<file path="src/design/assert_macros.svh">
// assertion helper macros for the design folder
`ifndef ASSERT_MACROS_SVH
`define ASSERT_MACROS_SVH

// a implies b at the same edge
`define ASSERT_IMPL(label, clk, rst_n, a, b) \
    label: assert property (@(posedge clk) disable iff (!rst_n) (a) |-> (b)) \
        else $error("assertion failed");

// a implies b at the next edge
`define ASSERT_NEXT(label, clk, rst_n, a, b) \
    label: assert property (@(posedge clk) disable iff (!rst_n) (a) |=> (b)) \
        else $error("assertion failed");

`endif

</file>
<file path="src/design/socc_pkg.sv">
// ----------------------------------------------------------------------------
// socc_pkg
// shared types and codes for the segment obstacle collision check
// ----------------------------------------------------------------------------
package socc_pkg;
    localparam int COORD_W = 16;
    localparam int EDGE_W  = 12;

    typedef logic [1:0] t_status;
    localparam t_status ST_OK      = 2'd0;
    localparam t_status ST_OUTSIDE = 2'd1;
    localparam t_status ST_CROSS   = 2'd2;
    localparam t_status ST_INSIDE  = 2'd3;

    typedef logic [1:0] t_cfg_idx;
    localparam t_cfg_idx CFG_AREA_W = 2'd0;
    localparam t_cfg_idx CFG_AREA_H = 2'd1;
    localparam t_cfg_idx CFG_COUNT  = 2'd2;

    localparam logic FUNC_LOAD  = 1'b0;
    localparam logic FUNC_CHECK = 1'b1;
endpackage

</file>
<file path="src/design/socc_ram.sv">
// ----------------------------------------------------------------------------
// socc_ram
// generic simple dual port ram (one write port, one read port) with registered read
// ----------------------------------------------------------------------------
module socc_ram #(
    parameter int WIDTH = 48,
    parameter int DEPTH = 32
) (
    input  logic                     i_clk,
    input  logic                     i_we,
    input  logic [$clog2(DEPTH)-1:0] i_waddr,
    input  logic [WIDTH-1:0]         i_wdata,
    input  logic [$clog2(DEPTH)-1:0] i_raddr,
    output logic [WIDTH-1:0]         o_rdata
);
    logic [WIDTH-1:0] r_mem [DEPTH];
    logic [WIDTH-1:0] r_rdata;

    always_ff @(posedge i_clk) begin
        if (i_we) begin
            r_mem[i_waddr] <= i_wdata;
        end
        r_rdata <= r_mem[i_raddr];
    end

    assign o_rdata = r_rdata;
endmodule

</file>
<file path="src/design/segment_obstacle_collision_check_top.sv">
// a load goes straight to its result; a query walks each obstacle in turn: ram
// read, edge setup, four line tests of six products and one eval each, then the
// containment test; it stops at the first crossing or containment
// throughput: one request at a time, the next is taken once the result leaves
// reset: synchronous active low, area registers go to 4095, count to 0;
// the obstacle table is undefined until written
// ----------------------------------------------------------------------------
// segment_obstacle_collision_check_top
// checks a path segment against a table of rectangular obstacles
// ----------------------------------------------------------------------------
`include "assert_macros.svh"

module segment_obstacle_collision_check_top #(
    parameter int MAX_OBSTACLES = 32
) (
    input  logic        i_clk,
    input  logic        i_rst_n,
    // configuration write channel
    input  logic        i_cfg_valid,
    output logic        o_cfg_ready,
    input  logic [1:0]  i_cfg_index,
    input  logic [11:0] i_cfg_data,
    // request channel
    input  logic        i_valid,
    output logic        o_ready,
    input  logic        i_func,
    input  logic [4:0]  i_slot,
    input  logic [11:0] i_rect_left,
    input  logic [11:0] i_rect_right,
    input  logic [11:0] i_rect_top,
    input  logic [11:0] i_rect_bottom,
    input  logic [15:0] i_start_x,
    input  logic [15:0] i_start_y,
    input  logic [15:0] i_end_x,
    input  logic [15:0] i_end_y,
    // result channel
    output logic        o_valid,
    input  logic        i_ready,
    output logic [1:0]  o_status,
    output logic [4:0]  o_blocking_slot
);
    import socc_pkg::*;

    localparam int AW  = (MAX_OBSTACLES > 1) ? $clog2(MAX_OBSTACLES) : 1;
    localparam int CW  = $clog2(MAX_OBSTACLES + 1);
    localparam int SW  = 18;     // signed coordinate difference width
    localparam int PW  = 2 * SW; // product width
    localparam int DW  = PW + 1; // cross product width

    // sequencer states
    localparam logic [2:0] S_IDLE = 3'd0;
    localparam logic [2:0] S_READ = 3'd1;
    localparam logic [2:0] S_LINE = 3'd2;
    localparam logic [2:0] S_MUL  = 3'd3;
    localparam logic [2:0] S_EVAL = 3'd4;
    localparam logic [2:0] S_CONT = 3'd5;
    localparam logic [2:0] S_DONE = 3'd6;

    // configuration registers, always ready; writes must come only when idle, which the block does not enforce
    logic [11:0] r_area_w, r_area_h;
    logic [5:0]  r_count;
    assign o_cfg_ready = 1'b1;

    always_ff @(posedge i_clk) begin
        if (!i_rst_n) begin
            r_area_w <= 12'd4095;
            r_area_h <= 12'd4095;
            r_count  <= 6'd0;
        end else if (i_cfg_valid) begin
            case (i_cfg_index)
                CFG_AREA_W: r_area_w <= i_cfg_data;
                CFG_AREA_H: r_area_h <= i_cfg_data;
                CFG_COUNT:  r_count  <= i_cfg_data[5:0];
                default: ;
            endcase
        end
    end

    // limit the walk to the table depth
    logic [CW-1:0] w_limit;
    assign w_limit = (32'(r_count) > MAX_OBSTACLES) ? CW'(MAX_OBSTACLES)
                                                     : CW'(r_count);

    // obstacle table: ordered edges l, r, b, t
    logic            w_we;
    logic [AW-1:0]   w_waddr, r_idx;
    logic [47:0]     w_wdata, w_rdata;
    logic [11:0]     w_lo_x, w_hi_x, w_lo_y, w_hi_y;
    assign w_lo_x = (i_rect_left < i_rect_right) ? i_rect_left : i_rect_right;
    assign w_hi_x = (i_rect_left < i_rect_right) ? i_rect_right : i_rect_left;
    assign w_lo_y = (i_rect_top < i_rect_bottom) ? i_rect_top : i_rect_bottom;
    assign w_hi_y = (i_rect_top < i_rect_bottom) ? i_rect_bottom : i_rect_top;
    assign w_wdata = {w_lo_x, w_hi_x, w_lo_y, w_hi_y};
    assign w_waddr = AW'(i_slot);
    assign w_we = i_valid && o_ready && (i_func == FUNC_LOAD)
                  && (32'(i_slot) < MAX_OBSTACLES);

    socc_ram #(.WIDTH(48), .DEPTH(2 ** AW)) u_table (
        .i_clk   (i_clk),
        .i_we    (w_we),
        .i_waddr (w_waddr),
        .i_wdata (w_wdata),
        .i_raddr (r_idx),
        .o_rdata (w_rdata)
    );

    // sequencer and data registers
    logic [2:0]    r_state, n_state;
    logic [15:0]   r_sx, r_sy, r_ex, r_ey;
    logic [15:0]   r_l, r_r, r_b, r_t, r_mx, r_my;
    logic [CW-1:0] r_cnt;
    logic [1:0]    r_line;
    logic signed [DW-1:0] r_den, r_sn, r_acc;
    logic signed [PW-1:0] r_prod;
    logic [1:0]    r_status;
    logic [4:0]    r_bslot;
    logic          r_ovalid;

    // line endpoints for the current test: diag up, diag down, mid y, mid x
    logic [15:0] w_ax, w_ay, w_bx, w_by;
    always_comb begin
        case (r_line)
            2'd0: begin w_ax = r_l;  w_ay = r_b;  w_bx = r_r;  w_by = r_t;  end
            2'd1: begin w_ax = r_l;  w_ay = r_t;  w_bx = r_r;  w_by = r_b;  end
            2'd2: begin w_ax = r_l;  w_ay = r_my; w_bx = r_r;  w_by = r_my; end
            default: begin w_ax = r_mx; w_ay = r_b; w_bx = r_mx; w_by = r_t; end
        endcase
    end

    logic signed [SW-1:0] w_ux, w_uy, w_vx, w_vy, w_wx, w_wy;
    assign w_ux = SW'(signed'({2'b0, w_bx})) - SW'(signed'({2'b0, w_ax}));
    assign w_uy = SW'(signed'({2'b0, w_by})) - SW'(signed'({2'b0, w_ay}));
    assign w_vx = SW'(signed'({2'b0, r_ex})) - SW'(signed'({2'b0, r_sx}));
    assign w_vy = SW'(signed'({2'b0, r_ey})) - SW'(signed'({2'b0, r_sy}));
    assign w_wx = SW'(signed'({2'b0, w_ax})) - SW'(signed'({2'b0, r_sx}));
    assign w_wy = SW'(signed'({2'b0, w_ay})) - SW'(signed'({2'b0, r_sy}));

    // shared multiplier: six products in sequence
    // step 0 ux*vy, 1 vx*uy, 2 ux*wy, 3 uy*wx, 4 vx*wy, 5 vy*wx
    logic [2:0] r_pidx;
    logic signed [SW-1:0] w_ma, w_mb;
    always_comb begin
        case (r_pidx)
            3'd0: begin w_ma = w_ux; w_mb = w_vy; end
            3'd1: begin w_ma = w_vx; w_mb = w_uy; end
            3'd2: begin w_ma = w_ux; w_mb = w_wy; end
            3'd3: begin w_ma = w_uy; w_mb = w_wx; end
            3'd4: begin w_ma = w_vx; w_mb = w_wy; end
            default: begin w_ma = w_vy; w_mb = w_wx; end
        endcase
    end

    // sign-aware range test of the accumulated numerators
    // at eval r_acc holds vx*wy and r_prod holds vy*wx; tn is finished here
    logic signed [DW-1:0] w_tn, w_den_a, w_sn_a, w_tn_a;
    logic                 w_neg, w_hit;
    assign w_tn    = r_acc - DW'(r_prod);
    assign w_neg   = r_den < 0;
    assign w_den_a = w_neg ? -r_den : r_den;
    assign w_sn_a  = w_neg ? -r_sn : r_sn;
    assign w_tn_a  = w_neg ? -w_tn : w_tn;
    assign w_hit   = (r_den != 0) && (w_sn_a >= 0) && (w_sn_a <= w_den_a)
                     && (w_tn_a >= 0) && (w_tn_a <= w_den_a);

    logic w_inside;
    assign w_inside = (r_ex >= r_l) && (r_ex <= r_r) && (r_ey >= r_b) && (r_ey <= r_t);

    logic w_outside;
    assign w_outside = (i_end_x > {r_area_w, 4'b0}) || (i_end_y > {r_area_h, 4'b0});

    // midlines from whole-pixel edges, integer half
    logic [12:0] w_sum_x, w_sum_y;
    assign w_sum_x = {1'b0, w_rdata[47:36]} + {1'b0, w_rdata[35:24]};
    assign w_sum_y = {1'b0, w_rdata[23:12]} + {1'b0, w_rdata[11:0]};

    assign o_ready = (r_state == S_IDLE) && !r_ovalid;

    always_comb begin
        n_state = r_state;
        case (r_state)
            S_IDLE: if (i_valid && o_ready) begin
                n_state = (i_func == FUNC_LOAD || w_outside || w_limit == '0)
                          ? S_DONE : S_READ;
            end
            S_READ: n_state = S_LINE;
            S_LINE: n_state = S_MUL;
            S_MUL:  if (r_pidx == 3'd5) n_state = S_EVAL;
            S_EVAL: n_state = w_hit ? S_DONE : ((r_line == 2'd3) ? S_CONT : S_MUL);
            S_CONT: n_state = (w_inside || (r_cnt + 1'b1 == w_limit)) ? S_DONE : S_READ;
            S_DONE: n_state = S_IDLE;
            default: n_state = S_IDLE;
        endcase
    end

    always_ff @(posedge i_clk) begin
        if (!i_rst_n) begin
            r_state  <= S_IDLE;
            r_ovalid <= 1'b0;
            r_idx    <= '0;
            r_cnt    <= '0;
        end else begin
            r_state <= n_state;
            if (o_valid && i_ready) r_ovalid <= 1'b0;
            case (r_state)
                S_IDLE: if (i_valid && o_ready) begin
                    r_sx <= i_start_x; r_sy <= i_start_y;
                    r_ex <= i_end_x;   r_ey <= i_end_y;
                    r_idx <= '0;
                    r_cnt <= '0;
                    r_bslot <= '0;
                    r_status <= (i_func == FUNC_CHECK && w_outside) ? ST_OUTSIDE : ST_OK;
                end
                S_READ: ;
                S_LINE: begin
                    // ram data is ready: scale edges to q12.4
                    r_l  <= {w_rdata[47:36], 4'b0};
                    r_r  <= {w_rdata[35:24], 4'b0};
                    r_b  <= {w_rdata[23:12], 4'b0};
                    r_t  <= {w_rdata[11:0], 4'b0};
                    r_mx <= {w_sum_x[12:1], 4'b0};
                    r_my <= {w_sum_y[12:1], 4'b0};
                    r_line <= 2'd0;
                    r_pidx <= 3'd0;
                end
                S_MUL: begin
                    // one product per cycle, folded in on the following cycle
                    r_prod <= w_ma * w_mb;
                    r_pidx <= (r_pidx == 3'd5) ? 3'd0 : r_pidx + 3'd1;
                    if (r_pidx != 3'd0) begin
                        case (r_pidx)
                            3'd1, 3'd3, 3'd5: r_acc <= DW'(r_prod);
                            3'd2: r_den <= r_acc - DW'(r_prod);
                            default: r_sn <= r_acc - DW'(r_prod);
                        endcase
                    end
                end
                S_EVAL: ;
                S_CONT: begin
                    r_idx <= r_idx + 1'b1;
                    r_cnt <= r_cnt + 1'b1;
                    r_line <= 2'd0;
                    if (w_inside) begin
                        r_status <= ST_INSIDE;
                        r_bslot  <= 5'(r_cnt);
                    end
                end
                S_DONE: r_ovalid <= 1'b1;
                default: ;
            endcase
            if (r_state == S_EVAL) begin
                if (w_hit) begin
                    r_status <= ST_CROSS;
                    r_bslot  <= 5'(r_cnt);
                end
                r_line <= r_line + 2'd1;
            end
        end
    end

    assign o_valid         = r_ovalid;
    assign o_status        = r_status;
    assign o_blocking_slot = r_bslot;

    `ASSERT_IMPL(a_ready_only_idle, i_clk, i_rst_n, o_ready, r_state == S_IDLE)
    `ASSERT_NEXT(a_done_gives_valid, i_clk, i_rst_n, r_state == S_DONE, o_valid)
    `ASSERT_IMPL(a_cnt_in_range, i_clk, i_rst_n, r_state == S_CONT, r_cnt < w_limit)
endmodule

</file>
<file path="config.mk">
export PLATFORM = sky130hd
export DESIGN_NAME = segment_obstacle_collision_check_top
export DESIGN_NICKNAME = d
export VERILOG_FILES = /design/src/design/socc_pkg.sv /design/src/design/socc_ram.sv /design/src/design/segment_obstacle_collision_check_top.sv
export VERILOG_INCLUDE_DIRS = /design/src /design/src/design
export SDC_FILE = /design/constraint.sdc
export NUM_CORES = 2
export LEC_CHECK = 0
export BUFFER_PORTS_ARGS = -buffer_cell sky130_fd_sc_hd__buf_2
export CAP_MARGIN = 20
export CORE_MARGIN = 5
export CORE_UTILIZATION = 45
export CTS_BUF_LIST = sky130_fd_sc_hd__clkbuf_8
export DETAILED_ROUTE_END_ITERATION = 16
export PLACE_DENSITY = 0.72
export SETUP_SLACK_MARGIN = 0.05
export SLEW_MARGIN = 20
export SYNTH_ARGS = -nofsm -noshare
export SYNTH_HDL_FRONTEND = slang
export SYNTH_SLANG_ARGS = --single-unit
</file>
<file path="constraint.sdc">
create_clock -name i_clk -period 10.4 [get_ports i_clk]
set_clock_uncertainty 0.05 [all_clocks]
set_input_delay 0.52 -clock i_clk [delete_from_list [all_inputs] [get_ports i_clk]]
set_output_delay 0.52 -clock i_clk [all_outputs]
set_load 0.01 [all_outputs]
</file>
# Word level (Yosys, flattened, before mapping)
# Memories as Yosys holds them, arrays and structs flattened. A register that Yosys moved wholly into a read port is not among the register bits.
# Index checks and enable logic that the tools add are counted.
[op_classes]
addsub = 16
mul = 1
order_cmp = 14
eq_ne = 19
mux = 44
bitwise_logic = 2
n_reduce_logical = 48
[ops]
columns = ["operator", "count"]
rows = [
  ["two-way mux 37 bit", 3],
  ["negation 37 bit", 3],
  ["case mux 18 bit (3 select lines)", 2],
  ["subtractor 16 x 16 -> 17 bit", 6],
  ["greater-or-equal comparator 37 x 1 -> 1 bit (second input constant)", 2],
  ["<= comparator 37 bit", 2],
  ["case mux 16 bit (2 select lines)", 2],
  ["two-way mux 12 bit", 4],
  ["< comparator 37 x 1 -> 1 bit (second input constant)", 1],
  ["nonzero test 37 bit", 1],
  ["subtractor 36 x 36 -> 37 bit", 1],
  ["multiplier 18 x 18 -> 36 bit", 1],
  ["greater-or-equal comparator 16 bit", 2],
  ["greater-than comparator 16 bit", 2],
  ["<= comparator 16 bit", 2],
  ["two-way mux 16 bit", 2],
  ["adder 12 x 12 -> 13 bit", 2],
  ["two-way mux 5 bit", 5],
  ["< comparator 12 bit", 2],
  ["two-way mux 3 bit", 7],
  ["case mux 5 bit (2 select lines)", 2],
  ["case mux 3 bit (6 select lines)", 1],
  ["AND reduction 2 bit", 9],
  ["== test 3 bit (second input constant)", 5],
  ["other kinds (31)", 75],
]
[word_totals]
regBits = 339
mem_bits_rw = 1536
inputBits = 137
out_inout_bits = 10
word_cells = 170
mem_count = 1
[mem_list]
columns = ["memory", "depth", "width", "rd", "rd_clocked_by_memory_dff", "wr", "line", "rtl"]
rows = [
  ["u_table.r_mem", 32, 48, 1, 1, 1, "socc_ram.sv:16", "logic [WIDTH-1:0] r_mem [DEPTH];"],
]

# Depth between registers and ports, before layout
[logic_depth]
word_depth = 9
depth_mapped = 44
ltp_nobuf = 43

# Hierarchy
# Synthesis repeated with hierarchy kept, for this count alone.
[hier_totals]
cells_unflattened = 7306
area_unflattened_um2 = 97833.8
[by_module_without_submodules]
columns = ["module", "instances", "cells_per_inst", "area_each_um2", "seq_area_each_um2"]
rows = [
  ["socc_ram", 1, 3364, 60724.5, 47085.2],
  ["segment_obstacle_collision_check_top", 1, 3942, 37109.3, 9729.3],
]

# Least setup slack after synthesis
# Ideal clock, no wire load.
[synth_path]
path_type = "register to register"
startpoint = "register r_line[0]"
endpoint = "register r_prod[32], data pin"
setup_time_ns = 0.258
t_arrival_ns = 9.762
required_ns = 10.092
path_slack_ns = 0.331
stages_incl_launch_ff = 39
path_buffers = 1
period_less_slack_ns = 10.069
path_cell_list = "edfxtp_1 -> inv_1 -> ha_1 -> clkbuf_1 -> a22oi_1 -> nor2_1 -> a21oi_1 -> ha_1 -> inv_1 -> fa_1 -> a21o_1 -> a21oi_1 -> o21ai_0 -> a21oi_1 -> o21bai_1 -> a21oi_1 -> o21ai_0 -> a211oi_1 -> [... 3 more ...] -> fa_1 -> inv_1 -> fa_1 -> inv_1 -> fa_1 -> fa_1 -> fa_1 -> inv_1 -> fa_1 -> inv_1 -> ha_1 -> a21o_1 -> a211o_1 -> a2111oi_0 -> o31ai_1 -> a21o_1 -> a21oi_1 -> xnor2_1"
[synth_via]
elab_chain_len = 6
word_cells_on_any_way = 15
classes_between = "add/sub: 4; mul: 1; eq/ne: 2; mux: 6; reduce/logical: 2"
[synth_lines]
columns = ["item", "line", "rtl"]
rows = [
  ["from (decl)", "segment_obstacle_collision_check_top.sv:112", "logic [1:0] r_line;"],
  ["from (signal assigned)", "segment_obstacle_collision_check_top.sv:255", "r_line <= r_line + 2'd1;"],
  ["== test 2 bit, or another cell as far along", "segment_obstacle_collision_check_top.sv:122", "case (r_line)"],
  ["OR reduction 3 bit (no source line)", "-", ""],
  ["two-way mux 16 bit", "segment_obstacle_collision_check_top.sv:122", ""],
  ["subtractor 16 x 16 -> 17 bit (on tied branches)", "segment_obstacle_collision_check_top.sv:131, segment_obstacle_collision_check_top.sv:135", ""],
  ["case mux 18 bit (3 select lines)", "segment_obstacle_collision_check_top.sv:143", "case (r_pidx)"],
  ["multiplier 18 x 18 -> 36 bit *", "segment_obstacle_collision_check_top.sv:227", "r_prod <= w_ma * w_mb;"],
  ["to (signal assigned)", "segment_obstacle_collision_check_top.sv:227", ""],
  ["to (decl)", "segment_obstacle_collision_check_top.sv:114", "logic signed [PW-1:0] r_prod;"],
]
# Every way passes the cells marked *; elsewhere a longest branch is shown, timed or not.
# A chain may end at the register's enable or synchronous reset.

# Worst setup path after layout
[layout_path]
startpoint = "register r_ex[0]"
endpoint = "register r_prod[32], data pin"
[layout_via]
elab_chain_len = 3
[layout_lines]
columns = ["item", "line", "rtl"]
rows = [
  ["from (decl)", "segment_obstacle_collision_check_top.sv:109", "logic [15:0] r_sx, r_sy, r_ex, r_ey;"],
  ["from (signal assigned)", "segment_obstacle_collision_check_top.sv:207", "r_ex <= i_end_x; r_ey <= i_end_y;"],
  ["subtractor 16 x 16 -> 17 bit", "segment_obstacle_collision_check_top.sv:133", "assign w_vx = SW'(signed'({2'b0, r_ex})) - SW'(signed'({2'b0, r_sx}));"],
  ["case mux 18 bit (3 select lines)", "segment_obstacle_collision_check_top.sv:143", ""],
  ["multiplier 18 x 18 -> 36 bit", "segment_obstacle_collision_check_top.sv:227", ""],
]
# Every way passes these cells.

==> out/results.tsv <==
metric	value	unit
critical setup path kind	reg2reg	
routed length per instance	26.14	µm
Starting Density	45.20	%
placed insts	9438	
dpl hpwl	168.6	mm
Synth Cell Area	98170	µm²
CP Capture Type	flip-flop	
end of the worst register-to-register path	r_prod[32]	
CTS Root Cell	clkbuf_8	
Final Hold Vio Count	0	
# DRC	0	
vias per cell	5.981	
DRT antenna net count	0	
syn_nets	7442	
Non-Filler Instances	10070	
Worst-Margin Slew	1274	ps
clock slew at reported path FFs	60	ps
Startpoint Class	flip-flop	
number of flops mapped to enable cells by yosys	1830	
Synth top area share	55.98	%
IO Count	147	
Max H-tree Level	5	
Reg2Reg Depth	37	
largest net degree at the start of global routing	168	
fin crit share	96.44	%
Die Wd	477.1	µm
setup TNS	0	ps
Slew HR	15.07	%
CP peak stage delay	540	ps
unrepaired setup endpoints after global routing	true	
largest cells by area after synthesis	edfxtp_1 56%, mux4_2 11%, fa_1 6.6%	
initial antenna violation count	22	
Die Y-Extent	477.1	µm
Total GRT Usage	22.82	%
CTS sink count	1923	
Worst Path Required	11050	ps
CP arrival	10680	ps
layout cells sized above 1	18.80	%
Skew-Pair Late Insertion Delay	1020	ps
Min-Delay Path Class	in2reg	
Mapped Cells	6567	
WHS	124.0	ps
post-synthesis sequential area ratio	57.88	%
max-slew violation count	0	
Syn-to-layout area delta	11.83	%
Congestion Overflow GR	0	
area of the core	217200	µm²
Synth async-reset ratio	0	%
die outline area	227600	µm²
buffers added on ports	145	
most frequent CP cell	fa_1	
Clock Tree Buf Depth	4	
Final Critical Period	10030	ps
router iterations before antenna repair	6	
FF+latch count, synth	1923	
Max FO, Critical Path	5	
Final Util	50.55	%
Synth Flop Type	edfxtp_1	
Ys Warns	0	
Placer Congestion	0.9469	
DR vias	60200	
Routed WL	263.1	mm
R2R Path Start	r_ex[0]	
CTS tree	built	
area leader, netlist	edfxtp_1	
stages on the worst setup path	37	
highest-delay cell along the critical path	fa_1	
Layout Nets	7867	
vias in the first global route	60730	
# rows	171	
max cap viols	0	
synthesized area per cell	14.95	µm²
CP top delay family	compound AO/OA/AOI/OAI gates	
CTS buffer count	316	
Peak Freq	0.09971	GHz
R2R setup slack	370	ps
Setup crit end	r_prod[32]	
DRT iter0 DRCs	6679	
WP buf/inv	7	
Worst Hold Depth	3	
Setup Viol. Count Final	0	
Worst Setup SP	r_ex[0]	
first-pass GRT wire length	390.8	mm
Netlist cell types	98	
outcome	completed	
==> cell families after synthesis <==
family / count (synthesis) / synth area share (%)
compound gates: 980 / 6.876
xor+xnor: 232 / 2.070
fa+ha+maj: 738 / 11.89
buf+inv: 940 / 3.610
flops: 1923 / 57.88
mux: 548 / 11.77
other cells: 1 / 0.003820
simple gates: 1205 / 5.899
==> placed cells by master (no fill, tap or decap), drive strengths merged, types with 25 or more instances in the layout <==
master / instances
edfxtp: 1830
inv: 753
mux4: 480
ha: 413
nand2: 390
clkbuf: 347
fa: 325
nor2: 302
buf: 299
a21oi: 211
o21ai: 200
xnor2: 157
nand3: 99
a21o: 98
dfxtp: 93
nand4: 89
dlygate4sd3: 83
clkinv: 78
xor2: 75
o211ai: 70
nor3: 53
mux2: 53
o31ai: 48
and2: 41
o21a: 41
nor2b: 36
nand2b: 36
a22oi: 35
or3: 33
a32o: 25
a2111o: 25
==> layout make-up <==
type                    instances  area [µm²]
diodes                          8       20.02
clock buffers                 347        4776
clock inverters               182       970.9
fillers                     17510      107400
inverters                     665        2500
multi-input cells            3704       38330
flip-flops and latches       1923       56830
well taps                    2854        3571
repair buffers                382        2781
==> synth_stat cells (31+ instances only) <==
cell type	count
fa_1	325
nand4_1	89
nor3_1	53
a21oi_1	210
o21a_1	41
o211ai_1	70
nand2_1	390
dfxtp_1	93
clkbuf_1	225
o31ai_1	48
ha_1	413
or3_1	31
nand3_1	99
xor2_1	75
and2_1	40
xnor2_1	157
buf_1	45
nor2b_1	36
nand2b_1	35
a21o_1	98
mux4_2	480
nor2_1	302
inv_1	663
mux2_2	53
edfxtp_1	1830
a22oi_1	35
o21ai_0	192
==> flip-flops by register name, indices dropped and copies added (netlist names), 36 cells and up <==
register / cells
r_sn: 37
r_prod: 36
r_den: 37
u_table.o_rdata: 48
r_acc: 36
u_table.r_mem: 1536
==> worst min-delay path: stages <==
cell and delay (ps):
buf_2 90, buf_4 250, nand2_1 140
==> timing repair <==
item,in CTS,in global routing
setup endpoints to repair,0,11
endpoints found under the hold margin,95,0
buffers inserted,0,7
resized for setup,0,30
hold buffers,83,0
==> worst min-delay path by stage <==
stage                             start     endpoint
global placement    u_table.o_rdata[39]       r_l[7]
CTS                             i_rst_n  r_area_w[0]
finish                          i_rst_n  r_area_w[0]
detailed placement  u_table.o_rdata[27]       r_r[7]
floorplan           u_table.o_rdata[18]      r_b[10]
global route                    i_rst_n  r_area_w[0]
==> routing by layer <==
layer	global-route usage [%]	part of all wire, %
met5	0	0.027
met4	8.481	3.8
met3	4.410	8.7
met2	38.24	49
met1	29.71	38
==> stage by stage <==
step	instance area, µm²	setup WS [ps]
2_1_floorplan	98170	330.6
3_3_place_gp	102900	311.4
6_report	109800	370.4
3_5_place_dp	102900	179.3
5_1_grt	109800	-22.92
4_1_cts	109500	68.25
Power is not shown: default switching activity piles up to over one toggle a cycle in this logic, so the estimate is an artifact.
